$ cat src/design/lcgu_pkg.sv
`default_nettype none

package lcgu_pkg;

   // Lehmer generator constants
   localparam logic [14:0] LCG_MULT  = 15'd16807;
   localparam logic [31:0] LCG_MOD   = 32'h7FFF_FFFF;
   localparam logic [63:0] HALF_LSB  = 64'h0000_0000_4000_0000;

   localparam int QUEUE_DEPTH_DEF = 2;

   typedef enum logic [1:0] {
      OP_DRAW,
      OP_LOAD,
      OP_REJECT
   } lcgu_kind_type;

   typedef struct packed {
      logic               func;
      logic signed [31:0] bound_a;
      logic signed [31:0] bound_b;
      logic        [30:0] seed_value;
   } lcgu_req_type;

   typedef struct packed {
      logic signed [31:0] value;
      logic        [30:0] seed_out;
      logic               status;
   } lcgu_rsp_type;

   // classified command word passed from front to back
   typedef struct packed {
      lcgu_kind_type      kind;
      logic signed [31:0] lo;
      logic signed [31:0] hi;
      logic        [32:0] span;
      logic        [30:0] seed;
   } lcgu_cmd_type;

endpackage

`default_nettype wire

$ cat src/design/lcgu_front.sv
`default_nettype none

module lcgu_front (
   input  lcgu_pkg::lcgu_req_type req_word,
   output lcgu_pkg::lcgu_cmd_type cmd_word
);
   import lcgu_pkg::*;

   logic a_below_b;
   logic seed_bad;
   logic signed [31:0] lo;
   logic signed [31:0] hi;
   logic [32:0] diff;

   // order the bounds and size the interval
   assign a_below_b = req_word.bound_a < req_word.bound_b;
   assign lo        = a_below_b ? req_word.bound_a : req_word.bound_b;
   assign hi        = a_below_b ? req_word.bound_b : req_word.bound_a;
   assign diff      = {hi[31], hi} - {lo[31], lo};

   // zero and the modulus itself would stall the generator
   assign seed_bad = (req_word.seed_value == '0) || (req_word.seed_value == '1);

   always_comb begin
      cmd_word.lo   = lo;
      cmd_word.hi   = hi;
      cmd_word.span = diff + 33'd1;
      cmd_word.seed = req_word.seed_value;
      if (!req_word.func) begin
         cmd_word.kind = OP_DRAW;
      end else if (seed_bad) begin
         cmd_word.kind = OP_REJECT;
      end else begin
         cmd_word.kind = OP_LOAD;
      end
   end

endmodule

`default_nettype wire

$ cat src/design/lcgu_queue.sv
`default_nettype none

module lcgu_queue #(
   parameter int DEPTH = lcgu_pkg::QUEUE_DEPTH_DEF
) (
   input  wire                    clock,
   input  wire                    reset,
   input  wire                    push_valid,
   output logic                   push_ready,
   input  lcgu_pkg::lcgu_cmd_type push_word,
   output logic                   pop_valid,
   input  wire                    pop_ready,
   output lcgu_pkg::lcgu_cmd_type pop_word
);
   import lcgu_pkg::*;

   localparam int IDX_W = $clog2(DEPTH);
   localparam int CNT_W = $clog2(DEPTH + 1);

   lcgu_cmd_type     slot_ff [DEPTH];
   logic [IDX_W-1:0] wr_ptr_ff;
   logic [IDX_W-1:0] rd_ptr_ff;
   logic [CNT_W-1:0] count_ff;
   logic [IDX_W-1:0] wr_ptr_in;
   logic [IDX_W-1:0] rd_ptr_in;
   logic [CNT_W-1:0] count_in;
   logic             push_fire;
   logic             pop_fire;

   assign push_ready = count_ff != CNT_W'(DEPTH);
   assign pop_valid  = count_ff != '0;
   assign pop_word   = slot_ff[rd_ptr_ff];
   assign push_fire  = push_valid && push_ready;
   assign pop_fire   = pop_valid && pop_ready;

   always_comb begin
      wr_ptr_in = wr_ptr_ff;
      rd_ptr_in = rd_ptr_ff;
      count_in  = count_ff;
      if (push_fire) begin
         wr_ptr_in = (wr_ptr_ff == IDX_W'(DEPTH - 1)) ? '0 : wr_ptr_ff + IDX_W'(1);
      end
      if (pop_fire) begin
         rd_ptr_in = (rd_ptr_ff == IDX_W'(DEPTH - 1)) ? '0 : rd_ptr_ff + IDX_W'(1);
      end
      if (push_fire && !pop_fire) begin
         count_in = count_ff + CNT_W'(1);
      end else if (pop_fire && !push_fire) begin
         count_in = count_ff - CNT_W'(1);
      end
   end

   always_ff @(posedge clock) begin
      if (reset) begin
         wr_ptr_ff <= '0;
         rd_ptr_ff <= '0;
         count_ff  <= '0;
      end else begin
         wr_ptr_ff <= wr_ptr_in;
         rd_ptr_ff <= rd_ptr_in;
         count_ff  <= count_in;
      end
   end

   always_ff @(posedge clock) begin
      if (push_fire) begin
         slot_ff[wr_ptr_ff] <= push_word;
      end
   end

   assert property (@(posedge clock) disable iff (reset)
      count_ff <= CNT_W'(DEPTH))
      else $error("queue fill count exceeds depth");

   assert property (@(posedge clock) disable iff (reset)
      push_fire && !pop_fire |=> count_ff == $past(count_ff) + CNT_W'(1))
      else $error("queue count missed a push");

   assert property (@(posedge clock) disable iff (reset)
      pop_fire && !push_fire |=> count_ff == $past(count_ff) - CNT_W'(1))
      else $error("queue count missed a pop");

endmodule

`default_nettype wire

$ cat src/design/lcgu_back.sv
`default_nettype none

module lcgu_back (
   input  wire                    clock,
   input  wire                    reset,
   input  wire                    cmd_valid,
   output logic                   cmd_ready,
   input  lcgu_pkg::lcgu_cmd_type cmd_word,
   output logic                   rsp_valid,
   input  wire                    rsp_ready,
   output lcgu_pkg::lcgu_rsp_type rsp_word
);
   import lcgu_pkg::*;

   typedef enum logic [2:0] {
      S_IDLE,
      S_EXEC,
      S_FOLD,
      S_SPAN,
      S_SUM,
      S_ROUND,
      S_CLAMP,
      S_OUT
   } state_type;

   state_type          state_ff;
   lcgu_cmd_type       cur_ff;
   logic [30:0]        seed_ff;
   logic [45:0]        prod_ff;
   logic [63:0]        term_ff;
   logic [63:0]        acc_ff;
   logic               neg_ff;
   logic [32:0]        mag_ff;
   logic signed [31:0] res_value_ff;
   logic               res_status_ff;
   logic               rsp_valid_ff;
   lcgu_rsp_type       rsp_word_ff;

   logic [31:0]        fold_sum;
   logic [30:0]        seed_in;
   logic [63:0]        lo_shifted;
   logic [63:0]        acc_in;
   logic [63:0]        mag_abs;
   logic [63:0]        mag_rnd;
   logic signed [33:0] rounded;
   logic signed [33:0] lo_ext;
   logic signed [33:0] hi_ext;
   logic signed [31:0] clamp_in;

   assign cmd_ready = state_ff == S_IDLE;
   assign rsp_valid = rsp_valid_ff;
   assign rsp_word  = rsp_word_ff;

   // reduce mod 2^31-1: high part folds back onto the low part
   assign fold_sum = {17'd0, prod_ff[45:31]} + {1'b0, prod_ff[30:0]};
   assign seed_in  = (fold_sum >= LCG_MOD) ? 31'(fold_sum - LCG_MOD) : fold_sum[30:0];

   // lo * 2^31 + seed * span - 1/2, all in 31 fraction bits
   assign lo_shifted = {cur_ff.lo[31], cur_ff.lo, 31'd0};
   assign acc_in     = lo_shifted + term_ff - HALF_LSB;

   // round half away from zero on the magnitude
   assign mag_abs = acc_ff[63] ? (~acc_ff + 64'd1) : acc_ff;
   assign mag_rnd = mag_abs + HALF_LSB;

   assign rounded  = neg_ff ? -$signed({1'b0, mag_ff}) : $signed({1'b0, mag_ff});
   assign lo_ext   = 34'(cur_ff.lo);
   assign hi_ext   = 34'(cur_ff.hi);
   assign clamp_in = (rounded < lo_ext) ? cur_ff.lo :
                     (rounded > hi_ext) ? cur_ff.hi : rounded[31:0];

   always_ff @(posedge clock) begin
      if (reset) begin
         state_ff     <= S_IDLE;
         seed_ff      <= 31'd1;
         rsp_valid_ff <= 1'b0;
      end else begin
         // outside S_OUT a taken word simply leaves the output register
         if (rsp_ready && state_ff != S_OUT) begin
            rsp_valid_ff <= 1'b0;
         end
         case (state_ff)
            S_IDLE: begin
               if (cmd_valid) begin
                  cur_ff   <= cmd_word;
                  state_ff <= S_EXEC;
               end
            end
            S_EXEC: begin
               res_value_ff  <= '0;
               res_status_ff <= 1'b0;
               case (cur_ff.kind)
                  OP_DRAW: begin
                     prod_ff  <= seed_ff * LCG_MULT;
                     state_ff <= S_FOLD;
                  end
                  OP_LOAD: begin
                     seed_ff  <= cur_ff.seed;
                     state_ff <= S_OUT;
                  end
                  default: begin
                     res_status_ff <= 1'b1;
                     state_ff      <= S_OUT;
                  end
               endcase
            end
            S_FOLD: begin
               seed_ff  <= seed_in;
               state_ff <= S_SPAN;
            end
            S_SPAN: begin
               term_ff  <= seed_ff * cur_ff.span;
               state_ff <= S_SUM;
            end
            S_SUM: begin
               acc_ff   <= acc_in;
               state_ff <= S_ROUND;
            end
            S_ROUND: begin
               neg_ff   <= acc_ff[63];
               mag_ff   <= mag_rnd[63:31];
               state_ff <= S_CLAMP;
            end
            S_CLAMP: begin
               res_value_ff <= clamp_in;
               state_ff     <= S_OUT;
            end
            S_OUT: begin
               if (!rsp_valid_ff || rsp_ready) begin
                  rsp_valid_ff         <= 1'b1;
                  rsp_word_ff.value    <= res_value_ff;
                  rsp_word_ff.seed_out <= seed_ff;
                  rsp_word_ff.status   <= res_status_ff;
                  state_ff             <= S_IDLE;
               end
            end
            default: begin
               state_ff <= S_IDLE;
            end
         endcase
      end
   end

   assert property (@(posedge clock) disable iff (reset)
      seed_ff != '0 && seed_ff != '1)
      else $error("generator seed left the valid range");

   assert property (@(posedge clock) disable iff (reset)
      state_ff == S_CLAMP |=> res_value_ff >= cur_ff.lo && res_value_ff <= cur_ff.hi)
      else $error("drawn value outside its bounds");

   assert property (@(posedge clock) disable iff (reset)
      state_ff == S_OUT && rsp_valid_ff && !rsp_ready |=> state_ff == S_OUT)
      else $error("result dropped while output stalled");

endmodule

`default_nettype wire

$ cat src/design/lcg_uniform_int_range_unit.sv
// A draw word passes the back-end states EXEC, FOLD, SPAN, SUM, ROUND, CLAMP and OUT
// before it shows on rsp, a load word only EXEC and OUT, given an idle back end and
// a free output register. The back-end sequencer carries one word at a time through
// the seed multiply, fold and range map, and takes no new word until the last has left.
// The front accepts up to QUEUE_DEPTH words ahead while the back end is busy.
// Reset: synchronous, active high; empties the queue, drops rsp_valid, seed becomes 1.
`default_nettype none

module lcg_uniform_int_range_unit #(
   parameter int QUEUE_DEPTH = lcgu_pkg::QUEUE_DEPTH_DEF
) (
   input  wire                    clock,
   input  wire                    reset,
   input  wire                    req_valid,
   output logic                   req_ready,
   input  lcgu_pkg::lcgu_req_type req_word,
   output logic                   rsp_valid,
   input  wire                    rsp_ready,
   output lcgu_pkg::lcgu_rsp_type rsp_word
);
   import lcgu_pkg::*;

   // front: order the bounds, size the span, screen seed loads
   lcgu_cmd_type front_cmd;
   // queue output toward the back end
   lcgu_cmd_type queue_cmd;
   logic         queue_valid;
   logic         back_ready;

   lcgu_front u_front (
      .req_word (req_word),
      .cmd_word (front_cmd)
   );

   // short queue: the front keeps taking words while the back end works
   lcgu_queue #(
      .DEPTH (QUEUE_DEPTH)
   ) u_queue (
      .clock      (clock),
      .reset      (reset),
      .push_valid (req_valid),
      .push_ready (req_ready),
      .push_word  (front_cmd),
      .pop_valid  (queue_valid),
      .pop_ready  (back_ready),
      .pop_word   (queue_cmd)
   );

   // back: advance the seed, map it into the interval, hold the result
   // in the output register until the consumer takes it
   lcgu_back u_back (
      .clock     (clock),
      .reset     (reset),
      .cmd_valid (queue_valid),
      .cmd_ready (back_ready),
      .cmd_word  (queue_cmd),
      .rsp_valid (rsp_valid),
      .rsp_ready (rsp_ready),
      .rsp_word  (rsp_word)
   );

endmodule

`default_nettype wire
$ cat config.mk
export PLATFORM = sky130hd
export DESIGN_NAME = lcg_uniform_int_range_unit
export DESIGN_NICKNAME = d
export VERILOG_FILES = /design/src/design/lcgu_pkg.sv /design/src/design/lcgu_front.sv /design/src/design/lcgu_queue.sv /design/src/design/lcgu_back.sv /design/src/design/lcg_uniform_int_range_unit.sv
export SDC_FILE = /design/constraint.sdc
export NUM_CORES = 2
export LEC_CHECK = 0
export BUFFER_PORTS_ARGS = -buffer_cell sky130_fd_sc_hd__buf_4
export CORE_UTILIZATION = 25
export DETAILED_ROUTE_END_ITERATION = 10
export SYNTH_ARGS = -nofsm -noshare
export SYNTH_HDL_FRONTEND = slang
export SYNTH_HIERARCHICAL = 1
export SYNTH_SLANG_ARGS = --single-unit
$ cat constraint.sdc
create_clock -name clock -period 11.09 [get_ports clock]
set_clock_uncertainty 0.1 [all_clocks]
set_input_delay 0.5545 -clock clock [delete_from_list [all_inputs] [get_ports clock]]
set_output_delay 0.5545 -clock clock [all_outputs]
set_load 0.005 [all_outputs]
---- Word-level counts from Yosys, hierarchy flattened ----
Memories as Yosys holds them, arrays and structs flattened. A register that Yosys moved wholly into a read port is not among the register bits.
Cells that the tools add are included.
storage, ports and cells
  register bits ........................... 344
  input port bits ......................... 100
  memories ................................ 1
  memory bits (writable) .................. 260
  output and inout bits ................... 66
  logic and storage cells ................. 106
  latch bits .............................. 0
  memory bits (read-only) ................. 0
memories
  memory           depth  bits a word  rd ports  clocked after Yosys merged registers in  wr ports  line              text
  u_queue.slot_ff  2      130          1         1                                        1         lcgu_queue.sv:20  lcgu_cmd_type slot_ff [DEPTH];
cells by class
  divide/modulo/power cells ............... 0
  reduce and logical (&&, ||, !) cells .... 28
  $add $sub $neg .......................... 13
  bitwise operators ....................... 2
  multiplexer cells ....................... 26
  shifts and indexed selects .............. 0
  eq/ne operators ......................... 14
  order comparisons ....................... 4
  multiply operators ...................... 2
operators by type and width
  kind                    count
  $mux 32                 4
  $add 64x1->64 const B   1
  $add 64x31->64 const B  1
  $add 64x64->64          1
  $mul 31x33->64          1
  $mux 64                 1
  $not 64->64             1
  $pmux 32 s2             1
  $sub 64x31->64 const B  1
  $mux 31                 2
  $pmux 31 s2             1
  $mul 31x15->46 const B  1
  $gt 34x32->1            1
  $lt 34x32->1            1
  $mux 34                 1
  $neg 33->34             1
  $add 33x1->33 const B   1
  $sub 32x32->33          1
  $add 15x31->32          1
  $ge 32x31->1 const B    1
  $lt 32x32->1            1
  $eq 31x31->1 const B    1
  $logic_not 31->1        1
  $sub 31x31->31 const B  1
  other kinds (24)        61

---- Logic depth before layout (Yosys ltp) ----
  depth in word-level cells ............... 6
  gate-level depth with buffers ........... 31
  mapped depth without buffers ............ 30

---- Cells and area by module ----
The synthesis kept the hierarchy.
by module, submodules not included
  module      area an instance (um^2)  cells each  seq. area each (um^2)  instances
  lcgu_back   62,681.4                 6,216       13,763.2               1
  lcgu_queue  9,629.2                  428         7,907.6                1
  lcgu_front  3,853.7                  603         0.0                    1

---- Least setup slack after synthesis ----
Ideal clock, no wire load.
  kind .................................... input to register
  from .................................... in reset
  to ...................................... reg u_back/cur_ff[0] in the netlist's numbering (enable)
  path buffers ............................ 2
  setup slack ............................. -256 ps
  data arrival time ....................... 10,440 ps
  cell stages on the path ................. 3
  required time ........................... 10,185 ps
  cells stage by stage .................... clkbuf_1 -> clkbuf_1 -> nor3b_1
between the ends
  longest elaborated chain between the ends .. 2
ends and longest elaborated chain
  what                               line                              text
  from (decl)                        lcg_uniform_int_range_unit.sv:13  input wire reset,
  $not 1->1 (no source line)         -
  $reduce_and 3->1 (no source line)  -
  to (signal assigned)               lcgu_back.sv:85                   cur_ff <= cmd_word;
  to (decl)                          lcgu_back.sv:27                   lcgu_cmd_type cur_ff;
Every way passes these cells.
A chain may end at the register's enable or synchronous reset.

---- Worst setup path after layout ----
  from .................................... reg u_back.seed_ff[9]
  to ...................................... reg u_back.term_ff[63] (data pin)
between the ends
  longest elaborated chain between the ends .. 1
ends and longest elaborated chain
  what                    line              text
  from (decl)             lcgu_back.sv:28   logic [30:0] seed_ff;
  from (signal assigned)  lcgu_back.sv:98   seed_ff <= cur_ff.seed;
  from (signal assigned)  lcgu_back.sv:108  seed_ff <= seed_in;
  $mul 31x33->64          lcgu_back.sv:112  term_ff <= seed_ff * cur_ff.span;
  to (signal assigned)    lcgu_back.sv:112
  to (decl)               lcgu_back.sv:30   logic [63:0] term_ff;
Every way passes these cells.

==> impl_metrics.tcl <==
set metrics [dict create \
    ys_seq_area_frac 0.285 \
    place.port_buffers 165 \
    syn_area_um2 76200 \
    mostFrequentLayoutCells "inv_1, fa_1, nand2_1" \
    avgRoutedWirePerCell_um 18.4 \
    slew_headroom 0.159 \
    worst-path-buf-inv 5 \
    path_clk_slew_ns 0.06 \
    nFillCells 31522 \
    finalSetupViolCount 0 \
    clockRootBuffer "clkbuf_16" \
    cts-hold-fix-buffers 40 \
    startpoint "u_back/seed_ff[9]$_SDFFE_PP0P_" \
    hold_violations 0 \
    die_h_um 554 \
    period_share 0.854 \
    track_usage 0.135 \
    final_common_cell "inv_1" \
    cts_tree "yes" \
    ios 166 \
    syn_area_per_cell_um2 10.5 \
    hold_class "in2reg" \
    hold_start "req_word[92]" \
    timing.critical_path.mode_cell "fa_1" \
    outcome "finished clean" \
    async_reset_ff_frac 0 \
    synthCells 7247 \
    r2r-start "u_back/seed_ff[9]$_SDFFE_PP0P_" \
    yosys_most_used_dff "edfxtp_1" \
    clk_path_buf_depth 3 \
    synth_nets 9039 \
    antenna_found_initial 3 \
    crit_slowest_cell "dfxtp_2" \
    required_ns 11.41 \
    drc 0 \
    clock_sinks 735 \
    yosys-top-cells-area "edfxtp_1, fa_1, ha_1" \
    antenna_left 0 \
    yosys.area.top_type_share 0.274 \
    dp_hpwl_um 166000 \
    grt_max_degree 131 \
    hold_slack_ns 0.0668 \
    tightestPinTransition_ns 1.26 \
    critPathKind "reg2reg" \
    grt_pass1_wl_um 320000 \
    synth.distinct_cells 96 \
    nNetsFinal 9102 \
    cp-end-kind "flop" \
    slew_violations 0 \
    yosys.area.top_type "edfxtp_1" \
    firstDrtPassIters 6 \
    viasPerCell 4.51 \
    cts_resized 0 \
    fmax_mhz 106 \
    grt_pass1_vias 51981 \
    crit_path_start_kind "flop" \
    cap_violations 0 \
    ys_ff_latch 735 \
    die_area_um2 307000 \
    synthToLayoutAreaGrowth_pct 11.9 \
    finalCriticalPeriod_ns 9.48 \
    gp_congestion 0.891 \
    overflow 0 \
    rsz0062_at_grt "false" \
    critical_path.top_delay_family "adder cells" \
    cts_setup_buffers 0 \
    worst_skew_pair.late_latency_ns 0.76 \
    layout-drive-gt1-share 0.0868 \
    row_count 202 \
    initial_core_util 0.251 \
    die_w_um 554 \
    core_um2 303000 \
    drtIter0Drc 3820 \
    synth-edff-count 695 \
    finalSetupTns_ns 0 \
    max_stage_delay_ns 0.91 \
    num_vias 51207 \
    worst-path-max-fanout 27 \
    synth_warnings 6 \
    cts_buffers 88 \
    htreeDepth 3 \
    wl_um 209000 \
    arrival_ns 9.80 \
]
sequential cells by signal, summed over array words and instances, names as in the netlist, 2 cells and up, named ones only:
signal               count
u_back/acc_ff           64
u_back/state_ff          3
u_back/term_ff          64
u_back/rsp_word         64
u_back/cur_ff          130
u_queue/slot_ff        260
u_back/prod_ff          46
u_back/seed_ff          31
u_back/res_value_ff     32
u_queue/count_ff         2
u_back/mag_ff           33
worst min-delay path, stage by stage:
cell     delay (ns)
buf_4          0.11
nand2_1        0.04
o21ai_0        0.09
per-stage QoR:
step,std cells,utilization,setup slack (ns),cell area [um^2]
floorplan,7247,-,2.76,76200
global route,11362,0.281,1.33,85200
CTS,11361,0.281,1.72,85200
detailed placement,11158,0.270,1.75,81800
global placement,11158,0.270,1.80,81800
finish,11365,0.281,1.61,85200
worst paths after layout:
check	to	slack (ns)	cells past startpoint
hold reg to reg	u_back/rsp_word[50]$_DFFE_PP_	0.32	0
setup reg to reg	u_back/term_ff[63]$_DFFE_PP_	1.61	27
setup / recovery	u_back/term_ff[63]$_DFFE_PP_	1.61	27
hold / removal	u_queue/slot_ff[0][125]$_DFFE_PP_	0.07	3
cell usage after synthesis, types with 58 or more instances:
library cell / number
inv_1: 1238
fa_1: 1031
nand2_1: 864
edfxtp_1: 695
ha_1: 661
and2_1: 468
clkbuf_1: 262
a21oi_1: 254
xnor2_1: 192
nor2_1: 173
o21ai_0: 160
mux2_2: 131
a21o_1: 109
xor2_1: 78
o21ai_1: 62
nand3_1: 58
cell type report:
cell class                      count  area (um^2)  share of cell area
Multi-Input combinational cell   4936        48400               0.568
Tap cell                         3978         4980              0.0584
Clock inverter                     64          766             0.00898
Timing Repair Buffer              311         2460              0.0289
Clock buffer                       99         2240              0.0263
Inverter                         1238         4650              0.0546
Antenna cell                        4         10.0            0.000117
Sequential cell                   735        21700               0.255
cell families (layout without fill, tap and decap cells):
| logic type | count (synthesis) | in the layout | synth area share |
|---|---|---|---|
| AOI/OAI and AO/OA | 900 | 900 | 0.0766 |
| xor gates and xnor gates | 270 | 270 | 0.0310 |
| adders and majority gates | 1694 | 1694 | 0.380 |
| buffers and inverters | 1576 | 1712 | 0.0811 |
| DFF | 735 | 735 | 0.285 |
| muxes | 169 | 169 | 0.0244 |
| other | 0 | 4 | 0 |
| and+or+nand+nor | 1903 | 1903 | 0.123 |
per-layer routing:
layer | up-vias | track usage | routed length (um)
li1 | 23690 | - | -
met1 | 25909 | 0.189 | 96000
met2 | 1372 | 0.216 | 94700
met3 | 236 | 0.0224 | 12800
met4 | 0 | 0.0355 | 5140
met5 | - | 0 | 0
Power is left out: the tool's default activity adds up to more than one toggle a clock period on the data nets, which glitch-free logic cannot reach.
